**src/hdl/nfep_pkg.sv**
```systemverilog
`default_nettype none
package nfep_pkg;

  // Build-time defaults
  localparam int ADDR_BITS_DEF   = 32;
  localparam int QUEUE_DEPTH_DEF = 2;

  // Widths and divider length
  localparam int SS_W      = 25;
  localparam int DIV_STEPS = 32;
  localparam int CNT_W     = $clog2(DIV_STEPS);
  localparam int PADDR_W   = 5;

  // Erase unit sizes and alignment masks
  localparam logic [31:0] BLK64      = 32'h0001_0000;
  localparam logic [31:0] BLK32      = 32'h0000_8000;
  localparam logic [31:0] BLK4       = 32'h0000_1000;
  localparam logic [31:0] BLK64_MASK = 32'h0000_FFFF;
  localparam logic [31:0] BLK32_MASK = 32'h0000_7FFF;
  localparam logic [31:0] BLK4_MASK  = 32'h0000_0FFF;

  // Enable bits in erase_units
  localparam int UNIT_4K  = 0;
  localparam int UNIT_32K = 1;
  localparam int UNIT_64K = 2;

  // Command kinds
  localparam logic [2:0] KIND_CHIP  = 3'd0;
  localparam logic [2:0] KIND_B64   = 3'd1;
  localparam logic [2:0] KIND_B32   = 3'd2;
  localparam logic [2:0] KIND_S4    = 3'd3;
  localparam logic [2:0] KIND_NONE  = 3'd4;

  // Status codes
  localparam logic [2:0] ST_OK       = 3'd0;
  localparam logic [2:0] ST_MISALIGN = 3'd1;
  localparam logic [2:0] ST_BEYOND   = 3'd2;
  localparam logic [2:0] ST_NOTMULT  = 3'd3;
  localparam logic [2:0] ST_NOFIT    = 3'd4;
  localparam logic [2:0] ST_NOTHING  = 3'd5;

  // Register indexes (byte address = 4 * index)
  localparam logic [2:0] REG_SECT_BYTES   = 3'd0;
  localparam logic [2:0] REG_CHIP_BYTES   = 3'd1;
  localparam logic [2:0] REG_ERASE_UNITS  = 3'd2;
  localparam logic [2:0] REG_WAIT_CHIP    = 3'd3;
  localparam logic [2:0] REG_WAIT_BLOCK64 = 3'd4;
  localparam logic [2:0] REG_WAIT_BLOCK32 = 3'd5;
  localparam logic [2:0] REG_WAIT_SECTOR4 = 3'd6;

  // Register reset values
  localparam logic [SS_W-1:0] SECT_BYTES_RST  = 25'd4096;
  localparam logic [31:0]     CHIP_BYTES_RST  = 32'd16777216;
  localparam logic [2:0]      ERASE_UNITS_RST = 3'd7;

  typedef struct packed {
    logic        op;
    logic [31:0] start_addr;
    logic [31:0] length;
  } req_t;

  typedef struct packed {
    logic [2:0]  cmd_kind;
    logic [31:0] cmd_addr;
    logic [31:0] wait_us;
    logic [2:0]  status;
    logic        last;
  } cmd_t;

  typedef struct packed {
    logic [SS_W-1:0] sect_bytes;
    logic [31:0]     chip_bytes;
    logic [2:0]      erase_units;
    logic [31:0]     wait_chip;
    logic [31:0]     wait_block64;
    logic [31:0]     wait_block32;
    logic [31:0]     wait_sector4;
  } cfg_t;

  // Request class decided by the front end
  typedef enum logic [2:0] {
    CLS_NEXT,
    CLS_MISALIGN,
    CLS_BEYOND,
    CLS_NOTMULT,
    CLS_EMPTY,
    CLS_GO
  } cls_t;

  typedef struct packed {
    cls_t        cls;
    logic [31:0] addr;
    logic [31:0] len;
  } job_t;

  typedef enum logic [1:0] {
    F_IDLE,
    F_DIV,
    F_PUSH
  } front_state_t;

endpackage
`default_nettype wire

```
**src/hdl/nor_flash_erase_planner.sv**
```systemverilog
`default_nettype none
// Channel    | Dir | Handshake             | Payload
// -----------+-----+-----------------------+------------------------------------
// req        | in  | req_valid / req_stall | req_t: op, start_addr, length
// cmd        | out | cmd_valid / cmd_stall | cmd_t: cmd_kind, cmd_addr, wait_us,
//            |     |                       |        status, last
// config     | in  | APB psel/penable      | 7 registers at paddr = 4 * index
//
// A start request that passes the address checks is latched in the front end,
// run through the bit-serial remainder by the sector size, then queued once the
// queue has room. A next request or a start that fails a check is latched, then queued.
// The back end turns one queued request into one command per cycle when not stalled.
// Reset (rst, synchronous) restores the register defaults and drops any job.
// A stalled cmd output holds; the queue lets the front keep working meanwhile.
module nor_flash_erase_planner
  import nfep_pkg::*;
#(
  parameter int ADDR_BITS   = ADDR_BITS_DEF,
  parameter int QUEUE_DEPTH = QUEUE_DEPTH_DEF
)
(
  input  wire logic               clk,
  input  wire logic               rst,
  // request channel
  input  wire logic               req_valid,
  output logic                    req_stall,
  input  wire req_t               req,
  // command channel
  output logic                    cmd_valid,
  input  wire logic               cmd_stall,
  output cmd_t                    cmd,
  // register port
  input  wire logic               psel,
  input  wire logic               penable,
  input  wire logic               pwrite,
  input  wire logic [PADDR_W-1:0] paddr,
  input  wire logic [31:0]        pwdata,
  output logic      [31:0]        prdata,
  output logic                    pready
);

  cfg_t cfg;
  logic push;
  job_t push_item;
  logic q_full;
  logic pop;
  job_t pop_item;
  logic q_valid;

  // register file
  nfep_cfg u_cfg (
    .clk     (clk),
    .rst     (rst),
    .psel    (psel),
    .penable (penable),
    .pwrite  (pwrite),
    .paddr   (paddr),
    .pwdata  (pwdata),
    .prdata  (prdata),
    .pready  (pready),
    .cfg     (cfg)
  );

  // front end: accepts requests, checks alignment, end of chip and the
  // sector-multiple length, tags each request with its class
  nfep_front u_front (
    .clk       (clk),
    .rst       (rst),
    .cfg       (cfg),
    .req_valid (req_valid),
    .req_stall (req_stall),
    .req       (req),
    .push      (push),
    .push_item (push_item),
    .q_full    (q_full)
  );

  // short queue of classified requests
  nfep_queue #(
    .DEPTH (QUEUE_DEPTH)
  ) u_queue (
    .clk       (clk),
    .rst       (rst),
    .push      (push),
    .push_item (push_item),
    .full      (q_full),
    .pop       (pop),
    .pop_item  (pop_item),
    .q_valid   (q_valid)
  );

  // back end: holds the pending job and picks each erase command
  nfep_back #(
    .ADDR_BITS (ADDR_BITS)
  ) u_back (
    .clk       (clk),
    .rst       (rst),
    .cfg       (cfg),
    .q_valid   (q_valid),
    .q_item    (pop_item),
    .pop       (pop),
    .cmd_valid (cmd_valid),
    .cmd_stall (cmd_stall),
    .cmd       (cmd)
  );

endmodule
`default_nettype wire

```
**src/hdl/nfep_cfg.sv**
```systemverilog
`default_nettype none
module nfep_cfg
  import nfep_pkg::*;
(
  input  wire logic               clk,
  input  wire logic               rst,
  input  wire logic               psel,
  input  wire logic               penable,
  input  wire logic               pwrite,
  input  wire logic [PADDR_W-1:0] paddr,
  input  wire logic [31:0]        pwdata,
  output logic      [31:0]        prdata,
  output logic                    pready,
  output cfg_t                    cfg
);

  logic       wr_en;
  logic [2:0] idx;

  assign pready = 1'b1;
  assign wr_en  = psel && penable && pwrite && pready;
  assign idx    = paddr[PADDR_W-1:2];

  always_ff @(posedge clk) begin
    if (rst) begin
      cfg.sect_bytes   <= SECT_BYTES_RST;
      cfg.chip_bytes   <= CHIP_BYTES_RST;
      cfg.erase_units  <= ERASE_UNITS_RST;
      cfg.wait_chip    <= '0;
      cfg.wait_block64 <= '0;
      cfg.wait_block32 <= '0;
      cfg.wait_sector4 <= '0;
    end else if (wr_en) begin
      case (idx)
        REG_SECT_BYTES:   cfg.sect_bytes   <= pwdata[SS_W-1:0];
        REG_CHIP_BYTES:   cfg.chip_bytes   <= pwdata;
        REG_ERASE_UNITS:  cfg.erase_units  <= pwdata[2:0];
        REG_WAIT_CHIP:    cfg.wait_chip    <= pwdata;
        REG_WAIT_BLOCK64: cfg.wait_block64 <= pwdata;
        REG_WAIT_BLOCK32: cfg.wait_block32 <= pwdata;
        REG_WAIT_SECTOR4: cfg.wait_sector4 <= pwdata;
        default: ;
      endcase
    end
  end

  always_comb begin
    case (idx)
      REG_SECT_BYTES:   prdata = {{(32-SS_W){1'b0}}, cfg.sect_bytes};
      REG_CHIP_BYTES:   prdata = cfg.chip_bytes;
      REG_ERASE_UNITS:  prdata = {29'd0, cfg.erase_units};
      REG_WAIT_CHIP:    prdata = cfg.wait_chip;
      REG_WAIT_BLOCK64: prdata = cfg.wait_block64;
      REG_WAIT_BLOCK32: prdata = cfg.wait_block32;
      REG_WAIT_SECTOR4: prdata = cfg.wait_sector4;
      default:          prdata = '0;
    endcase
  end

endmodule
`default_nettype wire

```
**src/hdl/nfep_front.sv**
```systemverilog
`default_nettype none
module nfep_front
  import nfep_pkg::*;
(
  input  wire logic clk,
  input  wire logic rst,
  input  wire cfg_t cfg,
  input  wire logic req_valid,
  output logic      req_stall,
  input  wire req_t req,
  output logic      push,
  output job_t      push_item,
  input  wire logic q_full
);

  front_state_t state, state_next;

  req_t            item;
  cls_t            cls_pre;
  cls_t            cls_in;
  cls_t            cls_final;
  logic [SS_W-1:0] rem;
  logic [SS_W-1:0] rem_step;
  logic [31:0]     dvd;
  logic [CNT_W-1:0] cnt;

  logic            accept;
  logic [SS_W-1:0] ss_m1;
  logic            pow2;
  logic            misalign;
  logic [32:0]     end_sum;
  logic            beyond;
  logic [SS_W:0]   trial;
  logic            fits;

  assign accept = req_valid && !req_stall;

  // start checks that need no division
  always_comb begin
    ss_m1    = cfg.sect_bytes - SS_W'(1);
    pow2     = (cfg.sect_bytes != '0) && ((cfg.sect_bytes & ss_m1) == '0);
    misalign = pow2 && ((req.start_addr[SS_W-1:0] & ss_m1) != '0);
    end_sum  = {1'b0, req.start_addr} + {1'b0, req.length};
    beyond   = end_sum > {1'b0, cfg.chip_bytes};
    if (req.op) begin
      cls_in = CLS_NEXT;
    end else if (misalign) begin
      cls_in = CLS_MISALIGN;
    end else if (beyond) begin
      cls_in = CLS_BEYOND;
    end else if (cfg.sect_bytes == '0) begin
      cls_in = (req.length != '0) ? CLS_NOTMULT : CLS_EMPTY;
    end else begin
      cls_in = CLS_GO;  // remainder still to be found
    end
  end

  // restoring division step, one quotient bit per cycle
  always_comb begin
    trial = {rem, dvd[31]};
    fits  = trial >= {1'b0, cfg.sect_bytes};
    if (fits) begin
      rem_step = SS_W'(trial - {1'b0, cfg.sect_bytes});
    end else begin
      rem_step = trial[SS_W-1:0];
    end
  end

  always_comb begin
    state_next = state;
    case (state)
      F_IDLE: begin
        if (accept) begin
          state_next = (cls_in == CLS_GO) ? F_DIV : F_PUSH;
        end
      end
      F_DIV: begin
        if (cnt == CNT_W'(DIV_STEPS - 1)) begin
          state_next = F_PUSH;
        end
      end
      F_PUSH: begin
        if (!q_full) begin
          state_next = F_IDLE;
        end
      end
      default: state_next = F_IDLE;
    endcase
  end

  always_comb begin
    req_stall = 1'b1;
    push      = 1'b0;
    cls_final = cls_pre;
    if (cls_pre == CLS_GO) begin
      if (rem != '0) begin
        cls_final = CLS_NOTMULT;
      end else if (item.length == '0) begin
        cls_final = CLS_EMPTY;
      end
    end
    case (state)
      F_IDLE:  req_stall = 1'b0;
      F_DIV:   req_stall = 1'b1;
      F_PUSH:  push      = !q_full;
      default: req_stall = 1'b1;
    endcase
    push_item.cls  = cls_final;
    push_item.addr = item.start_addr;
    push_item.len  = item.length;
  end

  always_ff @(posedge clk) begin
    if (rst) begin
      state <= F_IDLE;
    end else begin
      state <= state_next;
    end
  end

  always_ff @(posedge clk) begin
    if (accept) begin
      item    <= req;
      cls_pre <= cls_in;
      rem     <= '0;
      dvd     <= req.length;
      cnt     <= '0;
    end else if (state == F_DIV) begin
      rem <= rem_step;
      dvd <= {dvd[30:0], 1'b0};
      cnt <= cnt + CNT_W'(1);
    end
  end

endmodule
`default_nettype wire

```
**src/hdl/nfep_queue.sv**
```systemverilog
`default_nettype none
module nfep_queue
  import nfep_pkg::*;
#(
  parameter int DEPTH = QUEUE_DEPTH_DEF
)
(
  input  wire logic clk,
  input  wire logic rst,
  input  wire logic push,
  input  wire job_t push_item,
  output logic      full,
  input  wire logic pop,
  output job_t      pop_item,
  output logic      q_valid
);

  localparam int PTR_W = (DEPTH > 1) ? $clog2(DEPTH) : 1;
  localparam int CNT_W = $clog2(DEPTH + 1);

  job_t             slots [DEPTH];
  logic [PTR_W-1:0] wr_ptr;
  logic [PTR_W-1:0] rd_ptr;
  logic [CNT_W-1:0] count;

  assign full     = count == CNT_W'(DEPTH);
  assign q_valid  = count != '0;
  assign pop_item = slots[rd_ptr];

  always_ff @(posedge clk) begin
    if (push) begin
      slots[wr_ptr] <= push_item;
    end
  end

  always_ff @(posedge clk) begin
    if (rst) begin
      wr_ptr <= '0;
      rd_ptr <= '0;
      count  <= '0;
    end else begin
      if (push) begin
        wr_ptr <= (wr_ptr == PTR_W'(DEPTH - 1)) ? '0 : wr_ptr + PTR_W'(1);
      end
      if (pop) begin
        rd_ptr <= (rd_ptr == PTR_W'(DEPTH - 1)) ? '0 : rd_ptr + PTR_W'(1);
      end
      if (push && !pop) begin
        count <= count + CNT_W'(1);
      end else if (pop && !push) begin
        count <= count - CNT_W'(1);
      end
    end
  end

endmodule
`default_nettype wire

```
**src/hdl/nfep_back.sv**
```systemverilog
`default_nettype none
module nfep_back
  import nfep_pkg::*;
#(
  parameter int ADDR_BITS = ADDR_BITS_DEF
)
(
  input  wire logic clk,
  input  wire logic rst,
  input  wire cfg_t cfg,
  input  wire logic q_valid,
  input  wire job_t q_item,
  output logic      pop,
  output logic      cmd_valid,
  input  wire logic cmd_stall,
  output cmd_t      cmd
);

  localparam logic [32:0] AddrSpan = 33'd1 << ADDR_BITS;
  localparam logic [31:0] AddrMask = 32'(AddrSpan - 33'd1);

  logic        job_active, job_active_next;
  logic [31:0] next_addr, next_addr_next;
  logic [31:0] remaining, remaining_next;

  logic        is_go;
  logic [31:0] cur_addr;
  logic [31:0] cur_rem;
  logic [31:0] step;
  logic [31:0] rem_after;
  logic [2:0]  kind;
  logic [31:0] wait_sel;
  logic        fit;
  cmd_t        res;

  assign pop = q_valid && (!cmd_valid || !cmd_stall);

  // greedy pick of the next erase command
  always_comb begin
    is_go    = q_item.cls == CLS_GO;
    cur_addr = is_go ? q_item.addr : next_addr;
    cur_rem  = is_go ? q_item.len  : remaining;
    fit      = 1'b1;
    kind     = KIND_NONE;
    wait_sel = '0;
    step     = '0;
    if (cur_rem == cfg.chip_bytes) begin
      kind     = KIND_CHIP;
      wait_sel = cfg.wait_chip;
      step     = cur_rem;
    end else if (cfg.erase_units[UNIT_64K] && cur_rem >= BLK64 &&
                 (cur_addr & BLK64_MASK) == '0) begin
      kind     = KIND_B64;
      wait_sel = cfg.wait_block64;
      step     = BLK64;
    end else if (cfg.erase_units[UNIT_32K] && cur_rem >= BLK32 &&
                 (cur_addr & BLK32_MASK) == '0) begin
      kind     = KIND_B32;
      wait_sel = cfg.wait_block32;
      step     = BLK32;
    end else if (cfg.erase_units[UNIT_4K] && cur_rem >= BLK4 &&
                 (cur_addr & BLK4_MASK) == '0) begin
      kind     = KIND_S4;
      wait_sel = cfg.wait_sector4;
      step     = BLK4;
    end else begin
      fit = 1'b0;
    end
    rem_after = cur_rem - step;
  end

  always_comb begin
    job_active_next = job_active;
    next_addr_next  = next_addr;
    remaining_next  = remaining;
    res.cmd_kind    = KIND_NONE;
    res.cmd_addr    = '0;
    res.wait_us     = '0;
    res.status      = ST_OK;
    res.last        = 1'b1;
    case (q_item.cls)
      CLS_NEXT, CLS_GO: begin
        if (q_item.cls == CLS_NEXT && !job_active) begin
          res.status = ST_NOTHING;
          res.last   = 1'b0;
        end else if (!fit) begin
          job_active_next = 1'b0;
          res.status      = ST_NOFIT;
        end else begin
          next_addr_next  = (kind == KIND_CHIP) ? cur_addr : cur_addr + step;
          remaining_next  = rem_after;
          job_active_next = rem_after != '0;
          res.cmd_kind    = kind;
          res.cmd_addr    = (kind == KIND_CHIP) ? '0 : (cur_addr & AddrMask);
          res.wait_us     = wait_sel;
          res.last        = rem_after == '0;
        end
      end
      CLS_MISALIGN: begin
        job_active_next = 1'b0;
        res.status      = ST_MISALIGN;
      end
      CLS_BEYOND: begin
        job_active_next = 1'b0;
        res.status      = ST_BEYOND;
      end
      CLS_NOTMULT: begin
        job_active_next = 1'b0;
        res.status      = ST_NOTMULT;
      end
      CLS_EMPTY: begin
        job_active_next = 1'b0;
      end
      default: begin
        job_active_next = 1'b0;
      end
    endcase
  end

  always_ff @(posedge clk) begin
    if (rst) begin
      job_active <= 1'b0;
      next_addr  <= '0;
      remaining  <= '0;
      cmd_valid  <= 1'b0;
    end else begin
      if (pop) begin
        job_active <= job_active_next;
        next_addr  <= next_addr_next;
        remaining  <= remaining_next;
        cmd_valid  <= 1'b1;
      end else if (!cmd_stall) begin
        cmd_valid <= 1'b0;
      end
    end
  end

  always_ff @(posedge clk) begin
    if (pop) begin
      cmd <= res;
    end
  end

  a_last_ends_job: assert property (@(posedge clk) disable iff (rst)
    pop && res.last |=> !job_active)
    else $error("job still active after last command");

  a_active_has_rem: assert property (@(posedge clk) disable iff (rst)
    job_active |-> remaining != '0)
    else $error("active job with nothing remaining");

  a_idle_next_keeps: assert property (@(posedge clk) disable iff (rst)
    pop && res.status == ST_NOTHING |=> $stable(next_addr) && $stable(remaining))
    else $error("idle next request changed job state");

  a_no_pop_stalled: assert property (@(posedge clk) disable iff (rst)
    cmd_valid && cmd_stall |-> !pop)
    else $error("result overwritten while stalled");

endmodule
`default_nettype wire

```
**config.mk**
```make
export PLATFORM = sky130hd
export DESIGN_NAME = nor_flash_erase_planner
export DESIGN_NICKNAME = d
export VERILOG_FILES = /design/src/hdl/nfep_pkg.sv /design/src/hdl/nor_flash_erase_planner.sv /design/src/hdl/nfep_cfg.sv /design/src/hdl/nfep_front.sv /design/src/hdl/nfep_queue.sv /design/src/hdl/nfep_back.sv
export SDC_FILE = /design/constraint.sdc
export NUM_CORES = 1
export LEC_CHECK = 0
export ABC_AREA = 1
export ABC_CLOCK_PERIOD_IN_PS = 12200
export BUFFER_PORTS_ARGS = -buffer_cell sky130_fd_sc_hd__buf_2
export CAP_MARGIN = 10
export CORE_MARGIN = 1
export CORE_UTILIZATION = 41
export DETAILED_ROUTE_END_ITERATION = 10
export SKIP_LAST_GASP = 1
export SLEW_MARGIN = 20
export SYNTH_ARGS = -nofsm -noshare
export SYNTH_HDL_FRONTEND = slang
export SYNTH_SLANG_ARGS = --single-unit
```
**constraint.sdc**
```tcl
create_clock -name clk -period 12.2 [get_ports clk]
set_input_delay 0.61 -clock clk [delete_from_list [all_inputs] [get_ports clk]]
set_output_delay 0.61 -clock clk [all_outputs]
set_load 0.03 [all_outputs]
```
==> impl_metrics.tcl <==
set metrics [dict create \
    timing.hold.worst_path_depth 1 \
    synthDistinctLibCells 59 \
    chipWidth_um 283 \
    syn_avg_cell_area_um2 8.03 \
    yosysWarnings 0 \
    hpwl_um 82700 \
    htree_num_levels 3 \
    clockRootBuffer "sky130_fd_sc_hd__clkbuf_16" \
    drcViolationCount 0 \
    finalNetCount 4442 \
    static-leakage-power_nw 16.1 \
    cp_common_cell "sky130_fd_sc_hd__nand2_1" \
    initial_utilization 0.415 \
    setup_repair_after_global_routing_missed_its_margin "false" \
    reg2reg_setup_slack_ns 4.28 \
    layout_min_cycle_time_ns 7.92 \
    synth.area.top_cells "sky130_fd_sc_hd__edfxtp_1 (28%), sky130_fd_sc_hd__dfxtp_1 (18%), sky130_fd_sc_hd__nand2_1 (10%)" \
    netlist_top_cells_count "sky130_fd_sc_hd__nand2_1 (856), sky130_fd_sc_hd__inv_1 (421), sky130_fd_sc_hd__o21ai_0 (413)" \
    cp_data_arrival_time_ns 8.37 \
    ys_seq_elements 595 \
    fp.coreArea_um2 77700 \
    power_per_cell_area_nw_per_um2 250 \
    power_mw 9.09 \
    fmax_ghz 0.126 \
    die_area_um2 79800 \
    first_iter_violations 3070 \
    final_antenna_net_count 0 \
    rows 102 \
    synth-main-ff-cell "sky130_fd_sc_hd__edfxtp_1" \
    grt_pass1_vias 26300 \
    gp_congestion 0.973 \
    synth_most_common_cell "sky130_fd_sc_hd__nand2_1" \
    crit-reg2reg-capture "u_back.next_addr[31]" \
    tightestPinTransition_ns 1.10 \
    worst_setup_path_end_kind "register" \
    cp_data_required_time_ns 12.65 \
    synth_sequential_area_ratio 0.463 \
    grt_pass1_wl_um 169000 \
    die_height_um 283 \
    worstRegToRegCells 31 \
    hold_viol 0 \
    max_slew_violations 0 \
    timing.hold.worst.class "in2reg" \
    grt_remaining_overflow 0 \
    clockBufferDepth 3 \
    global_route.usage.total 0.284 \
    pre_cts_slack_ns 4.43 \
    viasPerCell 5.57 \
    io_pins 215 \
    timing.max_slew.rel_slack 0.268 \
    startpoint_type "register" \
    synth_async_sr_flop_share 0 \
    totalNegativeSetupSlack_ns 0 \
    finClkSkew_ns 0.0246 \
    min_from "req[61]" \
    route.final.wire_length_um 115000 \
    synth_top_cell_by_area "sky130_fd_sc_hd__edfxtp_1" \
    final_setup_violating_endpoints 0 \
    peakVddDrop_mv 0.360 \
    syn_inst 4021 \
    fin_crit_sh 0.649 \
    cpMaxStageDelayCell "sky130_fd_sc_hd__dfxtp_2" \
    hold_end "u_front.push_item[61]" \
    critical_path_peak_fanout 62 \
    io_buffer_count 211 \
    synth.top_cell.area_share 0.283 \
    synth_enable_flop_cells 304 \
    antenna_violations_before_repair 4 \
    cts_tree "done" \
    clk_latency_ns 0.62 \
    clkSlewWorstSetupHoldPaths_ns 0.06 \
    final_layout_size_suffix_gt1_frac 0.103 \
    timing.critical_path.slowest_cell_delay_ns 0.71 \
    ctsResizeCount 0 \
    routed_wire_length_per_instance_um 21.9 \
    tritoncts_buffer_count 69 \
    area.growth.synth_to_final_pct 12.9 \
    cts_hold_buf 0 \
    grt_start_max_net_pins 97 \
    setup_ws_post_layout_ns 4.28 \
    num_vias 29400 \
    run_status "complete, no violations" \
    drt_pass1_iterations 7 \
    synthesis.area_um2 32300 \
    max_cap_violations 0 \
    post-cts-setup-buffers 0 \
    path_class "reg2reg" \
    cts_sinks 595 \
]
==> where the power goes <==
part	switching, mW	internal, mW	total [mW]	leakage, nW
clock network	0.860	1.18	2.04	1.06
logic	3.26	1.22	4.48	9.83
registers	0.112	2.45	2.56	5.23
==> flip-flops by register name, indices dropped and copies added (netlist names), named ones only <==
register and flops:
u_queue.slots 134, u_back.next_addr 32, u_front.rem 25, u_back.remaining 32, u_front.push_item 64, u_queue.count 2
u_queue.wr_ptr 1, u_cfg.cfg 188, u_back.job_active 1, u_front.cnt 5, u_front.cls_pre 3, u_back.cmd_valid 1
u_front.state 2, u_queue.rd_ptr 1, u_front.dvd 32, u_back.cmd 71
==> per-layer routing <==
metal,track usage,part of all wire,vias to the layer above
li1,-,-,14000
met1,0.392,0.43,13900
met2,0.448,0.45,1188
met3,0.0454,0.081,212
met4,0.105,0.037,2
met5,0,0.000069,-
==> stage by stage <==
stage	instances	cell area [um^2]	util	hold WS [ns]
2_1_floorplan	4033	32300	-	0.421
3_3_place_gp	5145	34200	0.440	0.421
3_5_place_dp	5146	34200	0.441	0.429
4_1_cts	5269	36400	0.469	0.195
5_1_grt	5273	36400	0.469	0.201
6_report	5274	36400	0.469	0.219
==> critical path: cells and delay by family (launching register included) <==
kind	cells	cell delay (ns)
adders and majority gates	1	0.36
buffers and inverters	6	2.06
xor gates and xnor gates	1	0.14
AOI/OAI and AO/OA	9	1.60
and+or+nand+nor	14	2.82
DFF	1	0.71
==> kinds of logic (layout without fill, tap and decap cells) <==
| kind of cell | after synthesis | count (layout) | share of synthesized area |
|---|---|---|---|
| other | 2 | 18 | 0.000233 |
| muxes | 1 | 1 | 0.000310 |
| DFF | 595 | 595 | 0.463 |
| AOI/OAI and AO/OA | 965 | 965 | 0.169 |
| buffers and inverters | 612 | 809 | 0.0757 |
| adders and majority gates | 155 | 155 | 0.0608 |
| and+or+nand+nor | 1607 | 1607 | 0.208 |
| xor gates and xnor gates | 84 | 84 | 0.0228 |
==> cell usage in the layout, fill, tap and decap left out, drive strengths merged, types with 51 or more instances in the layout <==
| cell type | instances |
|---|---|
| nand2 | 863 |
| inv | 434 |
| o21ai | 430 |
| nor2 | 411 |
| a21oi | 326 |
| edfxtp | 304 |
| dfxtp | 291 |
| buf | 252 |
| ha | 152 |
| nand3 | 128 |
| clkbuf | 92 |
| xor2 | 57 |
| nor4 | 52 |
| a221oi | 51 |
==> worst max path at each step <==
stage	startpoint	end	slack (ns)	cells after the start
CTS	register	u_back.next_addr[31]	4.41	31
detailed placement	register	u_back.next_addr[31]	4.43	31
finish	register	u_back.next_addr[31]	4.28	31
global placement	register	u_back.next_addr[31]	4.50	31
floorplan	register	u_back.next_addr[26]	6.83	47
global route	register	u_back.next_addr[31]	3.78	33
==> layout make-up <==
class                   instances  area (um^2)
fillers                      7706        41300
multi-input cells            2826        15000
flip-flops and latches        595        15000
clock buffers                  91         1860
inverters                     433         1640
repair buffers                253         1380
well taps                    1040         1300
clock inverters                32          313
diodes                          4         10.0
Power figures use the tool's default switching activity.
